## src/design/secded_hamming_stream_encoder_top_assert.svh

```systemverilog
// assertion macros shared by the encoder modules
// each macro expects i_clk and i_rst_n in the enclosing module
`ifndef SECDED_HAMMING_STREAM_ENCODER_TOP_ASSERT_SVH
`define SECDED_HAMMING_STREAM_ENCODER_TOP_ASSERT_SVH

// condition holds at every edge out of reset
`define SHSE_ASSERT_ALWAYS(lbl, cond) \
    lbl: assert property (@(posedge i_clk) disable iff (!i_rst_n) (cond)) \
        else $error("shse assertion failed");

// consequent holds in the cycle after the antecedent
`define SHSE_ASSERT_NEXT(lbl, ante, cons) \
    lbl: assert property (@(posedge i_clk) disable iff (!i_rst_n) (ante) |=> (cons)) \
        else $error("shse assertion failed");

`endif

```

## src/design/shse_pkg.sv

```systemverilog
package shse_pkg;

    localparam int DATA_BITS_DEF = 57;
    localparam int CODE_BITS_DEF = 64;
    localparam int MAX_CODE_BITS = 64;
    localparam int MAX_OUT       = 8;
    localparam int BYTE_W        = 8;
    localparam int LEFT_W        = $clog2(MAX_OUT + 1);
    localparam int QUEUE_DEPTH   = 2;

    typedef enum logic {
        CMD_APPEND = 1'b0,
        CMD_FLUSH  = 1'b1
    } t_cmd;

    // what the back end has to do with one queued job
    typedef struct packed {
        logic flush;
        logic has_block;
    } t_job_ctl;

    function automatic logic is_pow2(int pos);
        return (pos & (pos - 1)) == 0;
    endfunction

    // data slot held by a non-power-of-two codeword position (1-indexed)
    function automatic int slot_of(int pos);
        int lg;
        lg = 0;
        for (int k = 0; k < 8; k++) begin
            if ((1 << k) <= pos) lg = k;
        end
        return pos - 2 - lg;
    endfunction

    // data positions covered by parity bit k
    function automatic logic [MAX_CODE_BITS-1:0] par_mask(int code_bits, int k);
        logic [MAX_CODE_BITS-1:0] m;
        m = '0;
        for (int i = 0; i < MAX_CODE_BITS; i++) begin
            m[i] = ((i + 1) < code_bits) && (((i + 1) >> k) & 1) != 0 && !is_pow2(i + 1);
        end
        return m;
    endfunction

    // bits left in the byte accumulator once a job is done
    function automatic logic [2:0] leftover(logic [2:0] b, logic blk, logic flush,
                                            int code_bits);
        int total;
        int full;
        total = int'(b) + (blk ? code_bits : 0);
        full  = total >> 3;
        if (flush && (total & 7) != 0 && full < MAX_OUT) return 3'd0;
        return 3'(total & 7);
    endfunction

    // beats caused by a job
    function automatic logic [LEFT_W-1:0] job_bytes(logic [2:0] b, logic blk, logic flush,
                                                    int code_bits);
        int total;
        int full;
        int part;
        total = int'(b) + (blk ? code_bits : 0);
        full  = total >> 3;
        part  = (flush && (total & 7) != 0 && full < MAX_OUT) ? 1 : 0;
        return LEFT_W'(full + part);
    endfunction

endpackage

```

## src/design/shse_if.sv

```systemverilog
interface shse_in_if;
    logic       valid;
    logic       ready;
    logic       cmd;
    logic [7:0] data_byte;

    modport source (output valid, output cmd, output data_byte, input ready);
    modport sink   (input valid, input cmd, input data_byte, output ready);
endinterface

interface shse_out_if;
    logic       valid;
    logic       ready;
    logic [7:0] out_byte;
    logic       last;

    modport source (output valid, output out_byte, output last, input ready);
    modport sink   (input valid, input out_byte, input last, output ready);
endinterface

```

## src/design/secded_hamming_stream_encoder_top.sv

```systemverilog
// path: the filling byte passes the job queue, the back-end load and the output register before its beat
// throughput: one input beat per cycle while the two-entry job queue has room
// output: one beat per cycle while o_out.ready holds, with a load step between jobs, set by the byte serialiser
// a full block gives CODE_BITS/8 beats, so the serialiser bounds the sustained input rate
// reset: synchronous active-low i_rst_n empties the queue and clears all bit and byte state but r_ob and r_ol
module secded_hamming_stream_encoder_top import shse_pkg::*; #(
    parameter int DATA_BITS = DATA_BITS_DEF,
    parameter int CODE_BITS = CODE_BITS_DEF
) (
    input  logic        i_clk,
    input  logic        i_rst_n,
    shse_in_if.sink     i_in,
    shse_out_if.source  o_out
);

    // front to queue
    logic                 w_push;
    t_job_ctl             w_ctl;
    logic [DATA_BITS-1:0] w_data;
    logic                 w_full;

    // queue to back
    logic                 w_q_valid;
    t_job_ctl             w_q_ctl;
    logic [DATA_BITS-1:0] w_q_data;
    logic                 w_pop;

    // front: packs incoming bits msb first, tracks the output bit phase so it
    // knows whether a flush produces any beat, and queues a job per full
    // block or productive flush
    shse_front #(
        .DATA_BITS (DATA_BITS),
        .CODE_BITS (CODE_BITS)
    ) u_front (
        .i_clk   (i_clk),
        .i_rst_n (i_rst_n),
        .i_in    (i_in),
        .o_push  (w_push),
        .o_ctl   (w_ctl),
        .o_data  (w_data),
        .i_full  (w_full)
    );

    // short job queue, lets the front keep taking bytes while beats drain
    shse_queue #(
        .DATA_BITS (DATA_BITS)
    ) u_queue (
        .i_clk   (i_clk),
        .i_rst_n (i_rst_n),
        .i_push  (w_push),
        .i_ctl   (w_ctl),
        .i_data  (w_data),
        .o_full  (w_full),
        .i_pop   (w_pop),
        .o_valid (w_q_valid),
        .o_ctl   (w_q_ctl),
        .o_data  (w_q_data)
    );

    // back: encodes the block on load, merges it behind the partial byte and
    // serialises beats lsb first through a registered output stage
    shse_back #(
        .DATA_BITS (DATA_BITS),
        .CODE_BITS (CODE_BITS)
    ) u_back (
        .i_clk     (i_clk),
        .i_rst_n   (i_rst_n),
        .i_q_valid (w_q_valid),
        .i_q_ctl   (w_q_ctl),
        .i_q_data  (w_q_data),
        .o_q_pop   (w_pop),
        .o_out     (o_out)
    );

endmodule

```

## src/design/shse_queue.sv

```systemverilog
`include "secded_hamming_stream_encoder_top_assert.svh"

module shse_queue import shse_pkg::*; #(
    parameter int DATA_BITS = DATA_BITS_DEF
) (
    input  logic                 i_clk,
    input  logic                 i_rst_n,
    input  logic                 i_push,
    input  t_job_ctl             i_ctl,
    input  logic [DATA_BITS-1:0] i_data,
    output logic                 o_full,
    input  logic                 i_pop,
    output logic                 o_valid,
    output t_job_ctl             o_ctl,
    output logic [DATA_BITS-1:0] o_data
);

    localparam int PTR_W = $clog2(QUEUE_DEPTH);
    localparam int CNT_W = $clog2(QUEUE_DEPTH + 1);

    t_job_ctl             r_ctl  [QUEUE_DEPTH];
    logic [DATA_BITS-1:0] r_data [QUEUE_DEPTH];
    logic [PTR_W-1:0]     r_wp, n_wp, r_rp, n_rp;
    logic [CNT_W-1:0]     r_count, n_count;

    always_comb begin
        n_wp    = r_wp;
        n_rp    = r_rp;
        n_count = r_count;
        if (i_push) begin
            n_wp = (r_wp == PTR_W'(QUEUE_DEPTH - 1)) ? '0 : r_wp + 1'b1;
        end
        if (i_pop) begin
            n_rp = (r_rp == PTR_W'(QUEUE_DEPTH - 1)) ? '0 : r_rp + 1'b1;
        end
        if (i_push && !i_pop) n_count = r_count + 1'b1;
        else if (!i_push && i_pop) n_count = r_count - 1'b1;
    end

    always_ff @(posedge i_clk) begin
        if (!i_rst_n) begin
            r_wp    <= '0;
            r_rp    <= '0;
            r_count <= '0;
        end else begin
            r_wp    <= n_wp;
            r_rp    <= n_rp;
            r_count <= n_count;
        end
    end

    always_ff @(posedge i_clk) begin
        if (i_push) begin
            r_ctl[r_wp]  <= i_ctl;
            r_data[r_wp] <= i_data;
        end
    end

    assign o_full  = (r_count == CNT_W'(QUEUE_DEPTH));
    assign o_valid = (r_count != '0);
    assign o_ctl   = r_ctl[r_rp];
    assign o_data  = r_data[r_rp];

    `SHSE_ASSERT_ALWAYS(a_no_overflow, !(i_push && r_count == CNT_W'(QUEUE_DEPTH)))
    `SHSE_ASSERT_ALWAYS(a_no_underflow, !(i_pop && r_count == '0))

endmodule

```

## src/design/shse_front.sv

```systemverilog
`include "secded_hamming_stream_encoder_top_assert.svh"

module shse_front import shse_pkg::*; #(
    parameter int DATA_BITS = DATA_BITS_DEF,
    parameter int CODE_BITS = CODE_BITS_DEF
) (
    input  logic                 i_clk,
    input  logic                 i_rst_n,
    shse_in_if.sink              i_in,
    output logic                 o_push,
    output t_job_ctl             o_ctl,
    output logic [DATA_BITS-1:0] o_data,
    input  logic                 i_full
);

    localparam int PCNT_W = $clog2(DATA_BITS);
    localparam int SUM_W  = $clog2(DATA_BITS + BYTE_W);
    localparam int EXT_W  = DATA_BITS + BYTE_W;

    logic [DATA_BITS-1:0] r_pend, n_pend;
    logic [PCNT_W-1:0]    r_pcnt, n_pcnt;
    logic [2:0]           r_bcnt, n_bcnt;

    logic                 w_accept;
    logic [BYTE_W-1:0]    w_rev;
    logic [EXT_W-1:0]     w_ext;
    logic [SUM_W-1:0]     w_sum;
    logic                 w_fill;

    assign i_in.ready = !i_full;
    assign w_accept   = i_in.valid && !i_full;

    // first arriving bit is the byte msb
    always_comb begin
        for (int j = 0; j < BYTE_W; j++) begin
            w_rev[j] = i_in.data_byte[BYTE_W-1-j];
        end
    end

    assign w_ext  = EXT_W'(r_pend) | (EXT_W'(w_rev) << r_pcnt);
    assign w_sum  = SUM_W'(r_pcnt) + SUM_W'(BYTE_W);
    assign w_fill = (w_sum >= SUM_W'(DATA_BITS));

    always_comb begin
        n_pend = r_pend;
        n_pcnt = r_pcnt;
        n_bcnt = r_bcnt;
        o_push = 1'b0;
        o_ctl  = '0;
        o_data = w_ext[DATA_BITS-1:0];
        if (w_accept) begin
            case (t_cmd'(i_in.cmd))
                CMD_APPEND: begin
                    if (w_fill) begin
                        o_push        = 1'b1;
                        o_ctl.has_block = 1'b1;
                        n_pend = DATA_BITS'(w_ext[EXT_W-1:DATA_BITS]);
                        n_pcnt = PCNT_W'(w_sum - SUM_W'(DATA_BITS));
                        n_bcnt = leftover(r_bcnt, 1'b1, 1'b0, CODE_BITS);
                    end else begin
                        n_pend = w_ext[DATA_BITS-1:0];
                        n_pcnt = PCNT_W'(w_sum);
                    end
                end
                CMD_FLUSH: begin
                    o_data = r_pend;
                    if (r_pcnt != '0) begin
                        o_push          = 1'b1;
                        o_ctl.has_block = 1'b1;
                        o_ctl.flush     = 1'b1;
                        n_bcnt = leftover(r_bcnt, 1'b1, 1'b1, CODE_BITS);
                    end else if (r_bcnt != '0) begin
                        o_push      = 1'b1;
                        o_ctl.flush = 1'b1;
                        n_bcnt = leftover(r_bcnt, 1'b0, 1'b1, CODE_BITS);
                    end
                    n_pend = '0;
                    n_pcnt = '0;
                end
                default: begin
                    n_pend = r_pend;
                end
            endcase
        end
    end

    always_ff @(posedge i_clk) begin
        if (!i_rst_n) begin
            r_pend <= '0;
            r_pcnt <= '0;
            r_bcnt <= '0;
        end else begin
            r_pend <= n_pend;
            r_pcnt <= n_pcnt;
            r_bcnt <= n_bcnt;
        end
    end

    `SHSE_ASSERT_NEXT(a_flush_clears, w_accept && i_in.cmd == CMD_FLUSH, r_pcnt == '0)

endmodule

```

## src/design/shse_back.sv

```systemverilog
`include "secded_hamming_stream_encoder_top_assert.svh"

module shse_back import shse_pkg::*; #(
    parameter int DATA_BITS = DATA_BITS_DEF,
    parameter int CODE_BITS = CODE_BITS_DEF
) (
    input  logic                 i_clk,
    input  logic                 i_rst_n,
    input  logic                 i_q_valid,
    input  t_job_ctl             i_q_ctl,
    input  logic [DATA_BITS-1:0] i_q_data,
    output logic                 o_q_pop,
    shse_out_if.source           o_out
);

    localparam int BUF_W = CODE_BITS + 7;
    localparam int CNT_W = $clog2(CODE_BITS + 8);
    localparam int NPAR  = $clog2(CODE_BITS);

    logic [BUF_W-1:0]  r_buf, n_buf;
    logic [CNT_W-1:0]  r_cnt, n_cnt;
    logic [LEFT_W-1:0] r_left, n_left;
    logic              r_ov, n_ov;
    logic [BYTE_W-1:0] r_ob, n_ob;
    logic              r_ol, n_ol;

    logic [CODE_BITS-1:0] w_placed;
    logic [CODE_BITS-2:0] w_body;
    logic [CODE_BITS-1:0] w_code;
    logic [NPAR-1:0]      w_par;
    logic [BUF_W-1:0]     w_shifted;
    logic                 w_load;
    logic                 w_step;

    // data bits into non-power-of-two positions, spare slots zero
    for (genvar gi = 0; gi < CODE_BITS; gi++) begin : g_place
        if (gi + 1 < CODE_BITS && !is_pow2(gi + 1) && slot_of(gi + 1) < DATA_BITS) begin : g_data
            assign w_placed[gi] = i_q_data[slot_of(gi + 1)];
        end else begin : g_zero
            assign w_placed[gi] = 1'b0;
        end
    end

    for (genvar gk = 0; gk < NPAR; gk++) begin : g_par
        localparam logic [CODE_BITS-1:0] MASK = CODE_BITS'(par_mask(CODE_BITS, gk));
        assign w_par[gk] = ^(w_placed & MASK);
    end

    always_comb begin
        w_body = w_placed[CODE_BITS-2:0];
        for (int k = 0; k < NPAR; k++) begin
            w_body[(1 << k) - 1] = w_par[k];
        end
    end

    assign w_code    = {^w_body, w_body};
    assign w_shifted = i_q_ctl.has_block ? (BUF_W'(w_code) << r_cnt[2:0]) : '0;

    assign w_load  = (r_left == '0) && i_q_valid;
    assign w_step  = (r_left != '0) && (!r_ov || o_out.ready);
    assign o_q_pop = w_load;

    always_comb begin
        n_buf  = r_buf;
        n_cnt  = r_cnt;
        n_left = r_left;
        if (w_load) begin
            n_buf  = r_buf | w_shifted;
            n_cnt  = r_cnt + (i_q_ctl.has_block ? CNT_W'(CODE_BITS) : '0);
            n_left = job_bytes(r_cnt[2:0], i_q_ctl.has_block, i_q_ctl.flush, CODE_BITS);
        end else if (w_step) begin
            n_buf  = r_buf >> BYTE_W;
            n_cnt  = (r_cnt >= CNT_W'(BYTE_W)) ? r_cnt - CNT_W'(BYTE_W) : '0;
            n_left = r_left - 1'b1;
        end
    end

    always_comb begin
        n_ov = r_ov;
        n_ob = r_ob;
        n_ol = r_ol;
        if (w_step) begin
            n_ov = 1'b1;
            n_ob = r_buf[BYTE_W-1:0];
            n_ol = (r_left == LEFT_W'(1));
        end else if (o_out.ready) begin
            n_ov = 1'b0;
        end
    end

    always_ff @(posedge i_clk) begin
        if (!i_rst_n) begin
            r_buf  <= '0;
            r_cnt  <= '0;
            r_left <= '0;
            r_ov   <= 1'b0;
        end else begin
            r_buf  <= n_buf;
            r_cnt  <= n_cnt;
            r_left <= n_left;
            r_ov   <= n_ov;
        end
    end

    always_ff @(posedge i_clk) begin
        r_ob <= n_ob;
        r_ol <= n_ol;
    end

    assign o_out.valid    = r_ov;
    assign o_out.out_byte = r_ob;
    assign o_out.last     = r_ol;

    `SHSE_ASSERT_NEXT(a_load_gives_beats, w_load, r_left != '0)
    `SHSE_ASSERT_NEXT(a_last_ends_job, w_step && r_left == LEFT_W'(1), r_left == '0)
    `SHSE_ASSERT_ALWAYS(a_idle_part_byte, r_left != '0 || r_cnt < CNT_W'(BYTE_W))

endmodule
```

## src/flat_wrapper.sv

```systemverilog
// flat-port wrapper written by rule: the top's interface ports become plain ports
module secded_hamming_stream_encoder_top_flat import shse_pkg::*;
#(
    parameter int DATA_BITS = DATA_BITS_DEF,
    parameter int CODE_BITS = CODE_BITS_DEF
)
  (i_clk, i_rst_n, i_in_valid, i_in_cmd, i_in_data_byte, i_in_ready, o_out_valid, o_out_out_byte, o_out_last, o_out_ready);
  shse_in_if i_in_i ();
  shse_out_if o_out_i ();
  input  logic i_clk;
  input  logic i_rst_n;
  input wire logic [$bits(i_in_i.valid)-1:0] i_in_valid;
  input wire logic [$bits(i_in_i.cmd)-1:0] i_in_cmd;
  input wire logic [$bits(i_in_i.data_byte)-1:0] i_in_data_byte;
  output wire logic [$bits(i_in_i.ready)-1:0] i_in_ready;
  output wire logic [$bits(o_out_i.valid)-1:0] o_out_valid;
  output wire logic [$bits(o_out_i.out_byte)-1:0] o_out_out_byte;
  output wire logic [$bits(o_out_i.last)-1:0] o_out_last;
  input wire logic [$bits(o_out_i.ready)-1:0] o_out_ready;
  assign i_in_i.valid = i_in_valid;
  assign i_in_i.cmd = i_in_cmd;
  assign i_in_i.data_byte = i_in_data_byte;
  assign i_in_ready = i_in_i.ready;
  assign o_out_valid = o_out_i.valid;
  assign o_out_out_byte = o_out_i.out_byte;
  assign o_out_last = o_out_i.last;
  assign o_out_i.ready = o_out_ready;
  secded_hamming_stream_encoder_top #(.DATA_BITS(DATA_BITS), .CODE_BITS(CODE_BITS)) u_core (.i_clk(i_clk), .i_rst_n(i_rst_n), .i_in(i_in_i), .o_out(o_out_i));
endmodule
```

## config.mk

```make
export PLATFORM = sky130hd
export DESIGN_NAME = secded_hamming_stream_encoder_top_flat
export DESIGN_NICKNAME = d
export VERILOG_FILES = /design/src/design/shse_pkg.sv /design/src/design/shse_if.sv /design/src/design/secded_hamming_stream_encoder_top.sv /design/src/design/shse_queue.sv /design/src/design/shse_front.sv /design/src/design/shse_back.sv /design/src/flat_wrapper.sv
export VERILOG_INCLUDE_DIRS = /design/src /design/src/design
export SDC_FILE = /design/constraint.sdc
export NUM_CORES = 1
export LEC_CHECK = 0
export BUFFER_PORTS_ARGS = -buffer_cell sky130_fd_sc_hd__buf_2
export CAP_MARGIN = 20
export CORE_ASPECT_RATIO = 2
export CORE_MARGIN = 3
export CORE_UTILIZATION = 32
export CTS_CLUSTER_SIZE = 12
export DETAILED_ROUTE_END_ITERATION = 6
export HOLD_SLACK_MARGIN = 0.05
export PLACE_DENSITY = 0.54
export SYNTH_ARGS = -nofsm -noshare
export SYNTH_HDL_FRONTEND = slang
export SYNTH_SLANG_ARGS = --single-unit
```

## constraint.sdc

```tcl
create_clock -name i_clk -period 15.77 [get_ports i_clk]
set_clock_uncertainty 0.05 [all_clocks]
set_input_delay 1.577 -clock i_clk [delete_from_list [all_inputs] [get_ports i_clk]]
set_output_delay 1.577 -clock i_clk [all_outputs]
set_load 0.02 [all_outputs]
```

; ---- Yosys cells after proc, flatten, opt, wreduce, memory -nomap -nowiden
; Memories as Yosys holds them, arrays and structs flattened. A register that Yosys moved wholly into a read port is not among the register bits.
; Index checks and enable logic that the tools add are counted.
[classes]
magnitude_cmp = 4
multipliers = 0
div = 0
n_shift = 2
n_mux = 55
eq_ne = 5
n_bitwise = 3
n_addsub = 12
n_reduce_logical = 32
[ops]
columns = cell, n
row1 = $reduce_xor A64 Y1, 6
row2 = $mux W71, 3
row3 = $mux W57, 3
row4 = $pmux W57 S2, 1
row5 = $reduce_bool A32 Y1, 3
row6 = $or A71 B71 Y71, 1
row7 = $shl A64 B3 Y71, 1
row8 = $or A57 B65 Y65, 1
row9 = $shl A8 B6 Y65, 1
row10 = $reduce_xor A63 Y1, 1
row11 = $mux W7, 5
row12 = $mux W1, 26
row13 = $mux W3, 7
row14 = $pmux W6 S2, 1
row15 = $lt A5 B4 Y1 const B, 2
row16 = $add A3 B7 Y8, 1
row17 = $add A3 B7 Y8 const B, 1
row18 = $logic_and A1 B1 Y1, 8
row19 = $mux W4, 2
row20 = $reduce_bool A2 Y1, 4
row21 = $add A6 B4 Y7 const B, 1
row22 = $add A7 B7 Y7, 1
row23 = $ge A7 B4 Y1 const B, 1
row24 = $ge A7 B6 Y1 const B, 1
row25 = other kinds (23), 31
[totals]
mem_count = 2
in_bits = 13
romBits = 0
output_inout_bits = 11
ramBits = 118
word_cells = 127
register_bits = 162
latchBits = 0
[mem_list]
columns = name, words, word_bits, rd, rd_clocked_by_memory_dff, wr, line_no
row1 = u_core.u_queue.r_data, 2, 57, 1, 1, 1, shse_queue.sv:22  ; logic [DATA_BITS-1:0] r_data [QUEUE_DEPTH];
row2 = u_core.u_queue.r_ctl, 2, 2, 1, 1, 1, shse_queue.sv:21  ; t_job_ctl r_ctl [QUEUE_DEPTH];

; ---- Longest topological paths before layout
; Gate-level depths: netlist of the first run.
[depth]
depth_word = 10
depth_mapped = 14
mapped_depth_nobuf = 12

; ---- Modules after synthesis
; A second synthesis of the first run with hierarchy kept.
[hier_totals]
cells_unflattened = 1133
area_unflattened_um2 = 12535.8
[modules_own_cells]
columns = mod, n_inst, seq_area_each_um2, cells_each, area_each_um2
row1 = shse_queue, 1, 3643.5, 206, 4521.8
row2 = shse_back, 1, 1791.7, 452, 4229.1
row3 = shse_front, 1, 1261.2, 475, 3784.9

; ---- Worst setup path after synthesis of the first run
; OpenSTA, ideal clock, no wires.
[synth_timing]
path_kind = input -> register
from = input i_in_valid
to = memory u_core.u_queue.r_ctl[0][0] (netlist bit) (enable)
cell_stages = 6
arrival_time_ns = 4.920
path_buffers = 1
t_required_ns = 15.239
slack_ns = 10.320
setup_time_ns = 0.481
path_cell_list = and2_1 > clkbuf_1 > nand2_1 > a21oi_1 > nand2b_1 > nor2b_1
[synth_between]
elab_chain_len = 4
[synth_rtl]
columns = item, line_no
row1 = from (decl), flat_wrapper.sv:12  ; input wire logic [$bits(i_in_i.valid)-1:0] i_in_valid;
row2 = $logic_and A1 B1 Y1, shse_front.sv:31  ; assign w_accept = i_in.valid && !i_full;
row3 = $mux W1, shse_front.sv:51  ; if (w_accept) begin
row4 = $mux W1, shse_queue.sv:53  ; if (i_push) begin
row5 = $mux W1 (implied by the code), shse_queue.sv:54  ; r_ctl[r_wp] <= i_ctl;
row6 = to (decl), shse_queue.sv:21
; No other way between the ends.

==> results.toml, run 1 <==
[run_status]
status = "finished, final reports clean"

[cts]
numCtsBuffers = 26
cts_root_buffer = "clkbuf_16"
cts_resized = 0
clk_pin_slew_worst_paths_ps = 60
cts_sinks = 269
cts_setup_buffers = 0
cts_tree = "built"
cts_hold_buf = 0
h-tree-depth = 1
insertion_delay_ps = 540
cts.path.max_buffers = 3

[global_route]
grt_antenna_before_repair = 0
gr-max-usage-layer = "met2"
use_met3_pct = 1.45
grt_pass1_vias = 8398
overflow = 0
grt_use_total_pct = 16.1
grtUsageMet2_pct = 32.7
grt.met1_usage_pct = 15.0
grt_max_degree = 89
grt_first_pass_wirelength_mm = 51.0

[timing]
fin_setup_tns_ps = 0
slew_headroom_pct = 24.3
hold_viol_final = 0
finalCriticalPeriod_ps = 4340
tightest_slew_ps = 1100
rsz0062_at_grt = "false"
max_freq_ghz = 0.230
setup_violations = 0
min_period_over_period_pct = 27.5
maxSlewViolCount = 0

[synth]
synth_cell_types = 50
syn-num-nets = 1186
synth_flop_cell = "dfxtp_1"
ys_seq_area_share_pct = 53.6
synth_edf_count = 125
yosys_warnings = 0
synth_area_mm2 = 0.0124
syn_inst = 1164
syn_area_per_cell_um2 = 10.6
synth_seq_cells = 269
async_reset_ff_share_pct = 0

[worst_setup_path]
r2r_slack_ps = 11430
critPathMaxFanout = 44
path_class = "reg -> reg"
cp_data_arrival_time_ps = 4770
crit_required_ps = 16200
cp-start-kind = "flop"
cp-end-kind = "flop"

[route]
drt-total-wl_mm = 34.3
wl_per_cell_um = 20.2
vias_per_cell = 4.95
drc_errors = 0
drt_pass1_iterations = 5
vias = 8386
final_antenna_net_count = 0
drtIter0Drc = 505

[die]
die_y_um = 284
fp.dieW_um = 145
dieArea_mm2 = 0.0412
core_mm2 = 0.0380
io_pins = 24
row_count = 101
initial_core_util_pct = 32.5

[power]
power_mw = 2.90
peakVddDrop_mv = 0.222
leakage_nw = 5.14
pwr_density_cell_mw_per_mm2 = 212

[run]
drv_cap = 0

[placed_design]
portBuffers = 23
gp_congestion = 0.900
hpwl_mm = 25.7

[layout]
layout-drive-gt1-share_pct = 9.16
multi_input_area_mm2 = 0.00538
n_antenna_cell = 0
seq_area_mm2 = 0.00664
synthToLayoutAreaGrowth_pct = 10.9
fill_cells = 3797
fin_util_pct = 36.1
nNetsFinal = 1182

[worst_hold_path]
hold_path.class = "reg -> reg"
## kinds of logic (layout without fill, tap and decap cells)
kind of cell | Yosys count | in the layout | share of synthesized area [%]
xor gates and xnor gates | 122 | 122 | 10.6
DFF | 269 | 269 | 53.6
buffers and inverters | 88 | 103 | 3.01
and+or+nand+nor | 327 | 327 | 11.9
muxes | 81 | 81 | 6.97
AOI/OAI and AO/OA | 268 | 268 | 13.0
adders and majority gates | 9 | 9 | 0.910
## power by group
part | internal (mW) | switching, mW
clock | 0.322 | 0.258
combinational | 0.737 | 0.710
sequential | 0.823 | 0.0541
total | 1.88 | 1.02
## registers in the layout, summed over array words and instances, names as in the netlist, 2 cells and up, named ones only
| signal | flops |
|---|---|
| u_core.u_front.r_pcnt | 6 |
| u_core.u_back.r_left | 4 |
| u_core.u_front.r_pend | 57 |
| u_core.u_queue.r_ctl | 2 |
| u_core.u_queue.r_count | 2 |
| u_core.u_queue.r_data | 114 |
| u_core.u_back.r_buf | 71 |
| u_core.u_back.o_out.out_byte | 8 |
## area by class of cell
class | count | share of cell area, %
Clock buffer | 46 | 5.52
Tap cell | 515 | 4.70
Inverter | 17 | 0.465
Sequential cell | 269 | 48.4
Timing Repair Buffer | 39 | 1.71
Multi-Input combinational cell | 807 | 39.2
Clock inverter | 1 | 0.0365
## placed cells by master, fill, tap and decap left out, drive strengths merged, types with 33 or more instances in the layout
| master | netlist | final |
|---|---|---|
| buf | 13 | 39 |
| nand2 | 33 | 33 |
| nor3 | 57 | 57 |
| edfxtp | 125 | 125 |
| nor2 | 167 | 167 |
| a21o | 49 | 49 |
| clkbuf | 58 | 46 |
| a21oi | 71 | 71 |
| xnor2 | 79 | 79 |
| mux2i | 64 | 64 |
| o21ai | 83 | 83 |
| dfxtp | 144 | 144 |
## synthesized netlist by cell type, types with 3 or more instances
cell / count / area, um^2
a21boi_0: 3 / 22.5
buf_4: 3 / 22.5
dfxtp_1: 144 / 2880
xnor2_1: 78 / 683
xor2_1: 26 / 228
buf_6: 4 / 45.0
a21oi_1: 71 / 355
o21ai_0: 77 / 385
xnor3_1: 15 / 338
a22oi_1: 5 / 37.5
ha_1: 9 / 113
o22ai_1: 22 / 138
nand2_1: 33 / 124
inv_1: 16 / 60.1
mux2_2: 15 / 169
nor3b_1: 3 / 22.5
a21o_1: 49 / 368
a31oi_1: 15 / 93.8
a31o_2: 10 / 87.6
and2_1: 19 / 119
buf_1: 5 / 18.8
nand2b_1: 8 / 50.1
nor2_1: 167 / 627
nor2b_1: 11 / 68.8
nor3_1: 57 / 285
and3_1: 10 / 62.6
edfxtp_1: 125 / 3750
o21ai_1: 6 / 30.0
mux2i_1: 62 / 621
nand3_1: 9 / 45.0
clkbuf_1: 58 / 218
## per-layer routing
layer	wire (um)	up-vias
met3	769	76
met1	11800	4064
met2	19400	155
met5	0	-
li1	-	4091
met4	2310	0
## critical path, stage by stage (launching register included)
cell and delay, ps:
dfxtp_4 620, buf_4 650, mux2i_1 410, xor3_1 500, xnor3_1 210, xnor3_1 380, xnor3_1 420, xnor3_1 430
xnor3_1 340, o21ai_1 120, and2_1 130
## stage by stage
| step | cells | area [um^2] | worst slack [ps] | hold slack [ps] |
|---|---|---|---|---|
| finish | 1694 | 13700 | 11430 | 392 |
| global route | 1694 | 13700 | 11200 | 408 |
| floorplan | 1164 | 12400 | 10320 | 359 |
| CTS | 1694 | 13700 | 11400 | 396 |
| global placement | 1647 | 13000 | 11380 | 375 |
| detailed placement | 1647 | 13000 | 11330 | 375 |
## worst paths after layout
path / from / end / depth (start not counted)
setup reg to reg: flop / u_core.u_back.r_buf[63]$_SDFFE_PN0P_ / 10
hold / removal: u_core.u_back.r_buf[2]$_SDFFE_PN0P_ / u_core.u_back.o_out.out_byte[2]$_DFFE_PP_ / 0
hold reg to reg: u_core.u_back.r_buf[2]$_SDFFE_PN0P_ / u_core.u_back.o_out.out_byte[2]$_DFFE_PP_ / 0
setup / recovery: flop / u_core.u_back.r_buf[63]$_SDFFE_PN0P_ / 10
(Power assumes the default switching activity.)
==> run 2, diff against run 1 <==
--- a/config.mk
+++ b/config.mk
@@ -6,6 +6,7 @@
 export SDC_FILE = /design/constraint.sdc
 export NUM_CORES = 1
 export LEC_CHECK = 0
+export ABC_AREA = 1
 export BUFFER_PORTS_ARGS = -buffer_cell sky130_fd_sc_hd__buf_2
 export CAP_MARGIN = 20
 export CORE_ASPECT_RATIO = 2
@@ -14,7 +15,7 @@
 export CTS_CLUSTER_SIZE = 12
 export DETAILED_ROUTE_END_ITERATION = 6
 export HOLD_SLACK_MARGIN = 0.05
-export PLACE_DENSITY = 0.54
+export PLACE_DENSITY = 0.56
 export SYNTH_ARGS = -nofsm -noshare
 export SYNTH_HDL_FRONTEND = slang
 export SYNTH_SLANG_ARGS = --single-unit
==> constraint.sdc (replaced) <==
create_clock -name i_clk -period 3.85 [get_ports i_clk]
set_clock_uncertainty 0.05 [all_clocks]
set_input_delay 0.385 -clock i_clk [delete_from_list [all_inputs] [get_ports i_clk]]
set_output_delay 0.385 -clock i_clk [all_outputs]
set_load 0.02 [all_outputs]
==> run 2 against run 1 <==
Sequential share of layout area decreased by 7.7 points. Critical path depth rose by 4. Global-route usage grew 1.5 points. Synthesized area increased by 20%. Clock-buffer cell count is 3 lower. Combinational power rose to 4.4 times the previous value. Via count increased by 57%. Sequential power rose to 4.3 times the previous value. Flip-flop and latch count did not move. Hold slack got worse by 280 ps. Total power grew to 4.3 times the previous value. Final area grew 19%. Largest cell class is now multi-input combinational cells.
==> results.toml, run 2 <==
[synth]
syn_inst = 2220
async_reset_ff_share_pct = 0
yosysMostFrequentCell = "nand2_1"
synthTopCellsByCount = "1038 x nand2_1, 245 x inv_1, 156 x nor2_1, 144 x dfxtp_1, 134 x a21oi_1"
synth_cell_types = 38
synth_seq_cells = 269
synthTopCellsByArea = "nand2_1 26%, edfxtp_1 25%, dfxtp_1 19%"
synth_edf_count = 125
synth_flop_cell = "dfxtp_1"
synth_area_mm2 = 0.0148
synth_top_cell_by_area = "nand2_1"
ys_seq_area_share_pct = 44.7
syn-num-nets = 2242
syn_area_per_cell_um2 = 6.69
yosys_warnings = 0
synth.top_cell.area_share_pct = 26.3

[worst_setup_path]
cp-end-kind = "flop"
critPathMaxFanout = 10
cp-start-kind = "flop"
cp_data_arrival_time_ps = 3590
crit_required_ps = 4230
path_class = "reg -> reg"

[cts]
h-tree-depth = 1
clk_pin_slew_worst_paths_ps = 60
cts.path.max_buffers = 3
cts_setup_buffers = 0
cts_hold_buf = 0
numCtsBuffers = 27
cts_resized = 0
cts_root_buffer = "clkbuf_16"
cts_sinks = 269
cts_tree = "built"
insertion_delay_ps = 550

[layout]
largest_register_ffs = 114
multi_input_area_mm2 = 0.00688
synthToLayoutAreaGrowth_pct = 10.1
layout-drive-gt1-share_pct = 4.75
reg_top3 = "u_core.u_queue.r_data (114), u_core.u_back.r_buf (71), u_core.u_front.r_pend (57)"
fin_util_pct = 35.6
fin_area_mm2 = 0.0163
n_antenna_cell = 0
fill_cells = 4889
final_common_cell = "nand2_1"
seq_area_mm2 = 0.00664
instances_no_fill = 2796
mostFrequentLayoutCells = "1038 x nand2_1, 245 x inv_1, 152 x nor2_1, 143 x dfxtp_1, 134 x a21oi_1"
largest_register = "u_core.u_queue.r_data"
nNetsFinal = 2236

[placed_design]
gp_congestion = 0.932
dp_slack_ps = 712
placedInstanceArea_mm2 = 0.0155
place_inst = 2750
portBuffers = 23
hpwl_mm = 33.9

[timing]
hold_viol_final = 0
min_period_over_period_pct = 83.2
rsz0062_at_grt = "false"
max_freq_ghz = 0.312
finalCriticalPeriod_ps = 3200
tightest_slew_ps = 762
worst_slack_ps = 646
setup_violations = 0
maxSlewViolCount = 0
slew_headroom_pct = 48.6
timing.hold.ws_ps = 110

[power]
p_int_mw = 6.74
leakage_nw = 7.70
pwr-share-comb_pct = 50.4
pwr_density_cell_mw_per_mm2 = 767
clkPwrFrac_pct = 19.8
power_frac_seq_pct = 29.9
p_switching_mw = 5.79
swShare_pct = 46.2
peakVddDrop_mv = 0.385

[route]
wl_per_cell_um = 15.6
vias_per_cell = 4.70
drc_errors = 0
final_antenna_net_count = 0
drtIter0Drc = 881
drt_pass1_iterations = 6
drt-total-wl_mm = 43.7
vias = 13155

[run]
drv_cap = 0

[die]
dieArea_mm2 = 0.0492
core_mm2 = 0.0458
initial_core_util_pct = 32.4
die_y_um = 311
io_pins = 24
row_count = 111
fp.dieW_um = 158

[global_route]
grt_pass1_vias = 12540
grt_antenna_before_repair = 0
grt_first_pass_wirelength_mm = 67.8
grt_max_degree = 72
overflow = 0
grt_use_total_pct = 17.6

[worst_hold_path]
hold_path.class = "in -> reg"

[run_status]
status = "finished, final reports clean"
run 2: final cells by class:
type | count | area share, %
multi-input cells | 1617 | 42.1
well taps | 565 | 4.33
clock inverters | 3 | 0.138
repair buffers | 47 | 2.19
clock buffers | 43 | 4.76
flip-flops and latches | 269 | 40.6
inverters | 252 | 5.81
run 2: cells by family after synthesis:
logic type               count (synthesis)  synth area share, %
AO/OA/AOI/OAI                          284                 10.1
AND/OR/NAND/NOR                       1305                 34.2
adder cells (fa/ha/maj)                  9                0.759
XOR/XNOR                                19                 1.17
buffers and inverters                  334                 9.11
flip-flops                             269                 44.7
run 2: worst paths after layout:
path | depth (start not counted) | slack [ps] | from | endpoint
worst max-delay path | 14 | 650 | u_core.u_front.r_pcnt[3]$_SDFFE_PN0P_ | u_core.u_queue.r_count[1]$_SDFFE_PN0P_
worst min register to register | 0 | 380 | u_core.u_back.r_buf[4]$_SDFFE_PN0P_ | u_core.u_back.o_out.out_byte[4]$_DFFE_PP_
worst max register to register | 14 | 650 | u_core.u_front.r_pcnt[3]$_SDFFE_PN0P_ | u_core.u_queue.r_count[1]$_SDFFE_PN0P_
worst min-delay path | 4 | 110 | i_in_valid | u_core.u_front.r_pend[7]$_SDFFE_PN0P_
run 2: per-layer routing:
metal / up-vias / global-route usage [%] / wire length [um]
li1: 6910 / - / -
met4: 0 / 12.8 / 3850
met3: 122 / 1.52 / 1150
met1: 5862 / 18.0 / 16000
met2: 261 / 32.3 / 22700
met5: - / 0 / 0
run 2: worst max-delay path, stage by stage (launching register included):
cell     delay, ps
dfxtp_1        550
inv_1          110
ha_1           340
o31ai_1        280
nand2_1        120
o21ai_1        280
inv_1          160
nor2_1         190
nor2_1         160
inv_1          150
ha_1           260
a21oi_1        110
o21ai_0        100
o21ai_0        160
a21oi_1         50
run 2: power by group through the flow:
stage / logic, mW / clock network, mW / registers (mW)
after detailed placement: 6.33 / 0 / 3.80
final: 6.31 / 2.47 / 3.74
after floorplan: 4.62 / 0 / 3.79
after CTS: 6.34 / 2.55 / 3.75
after global routing: 7.21 / 2.65 / 3.79
after global placement: 6.22 / 0 / 3.79
run 2: through the flow:
step | setup TNS [ps] | power [mW]
finish | 0 | 12.5
global route | 0 | 13.6
CTS | 0 | 12.6
detailed placement | 0 | 10.1
global placement | 0 | 10.0
floorplan | -18290 | 8.41
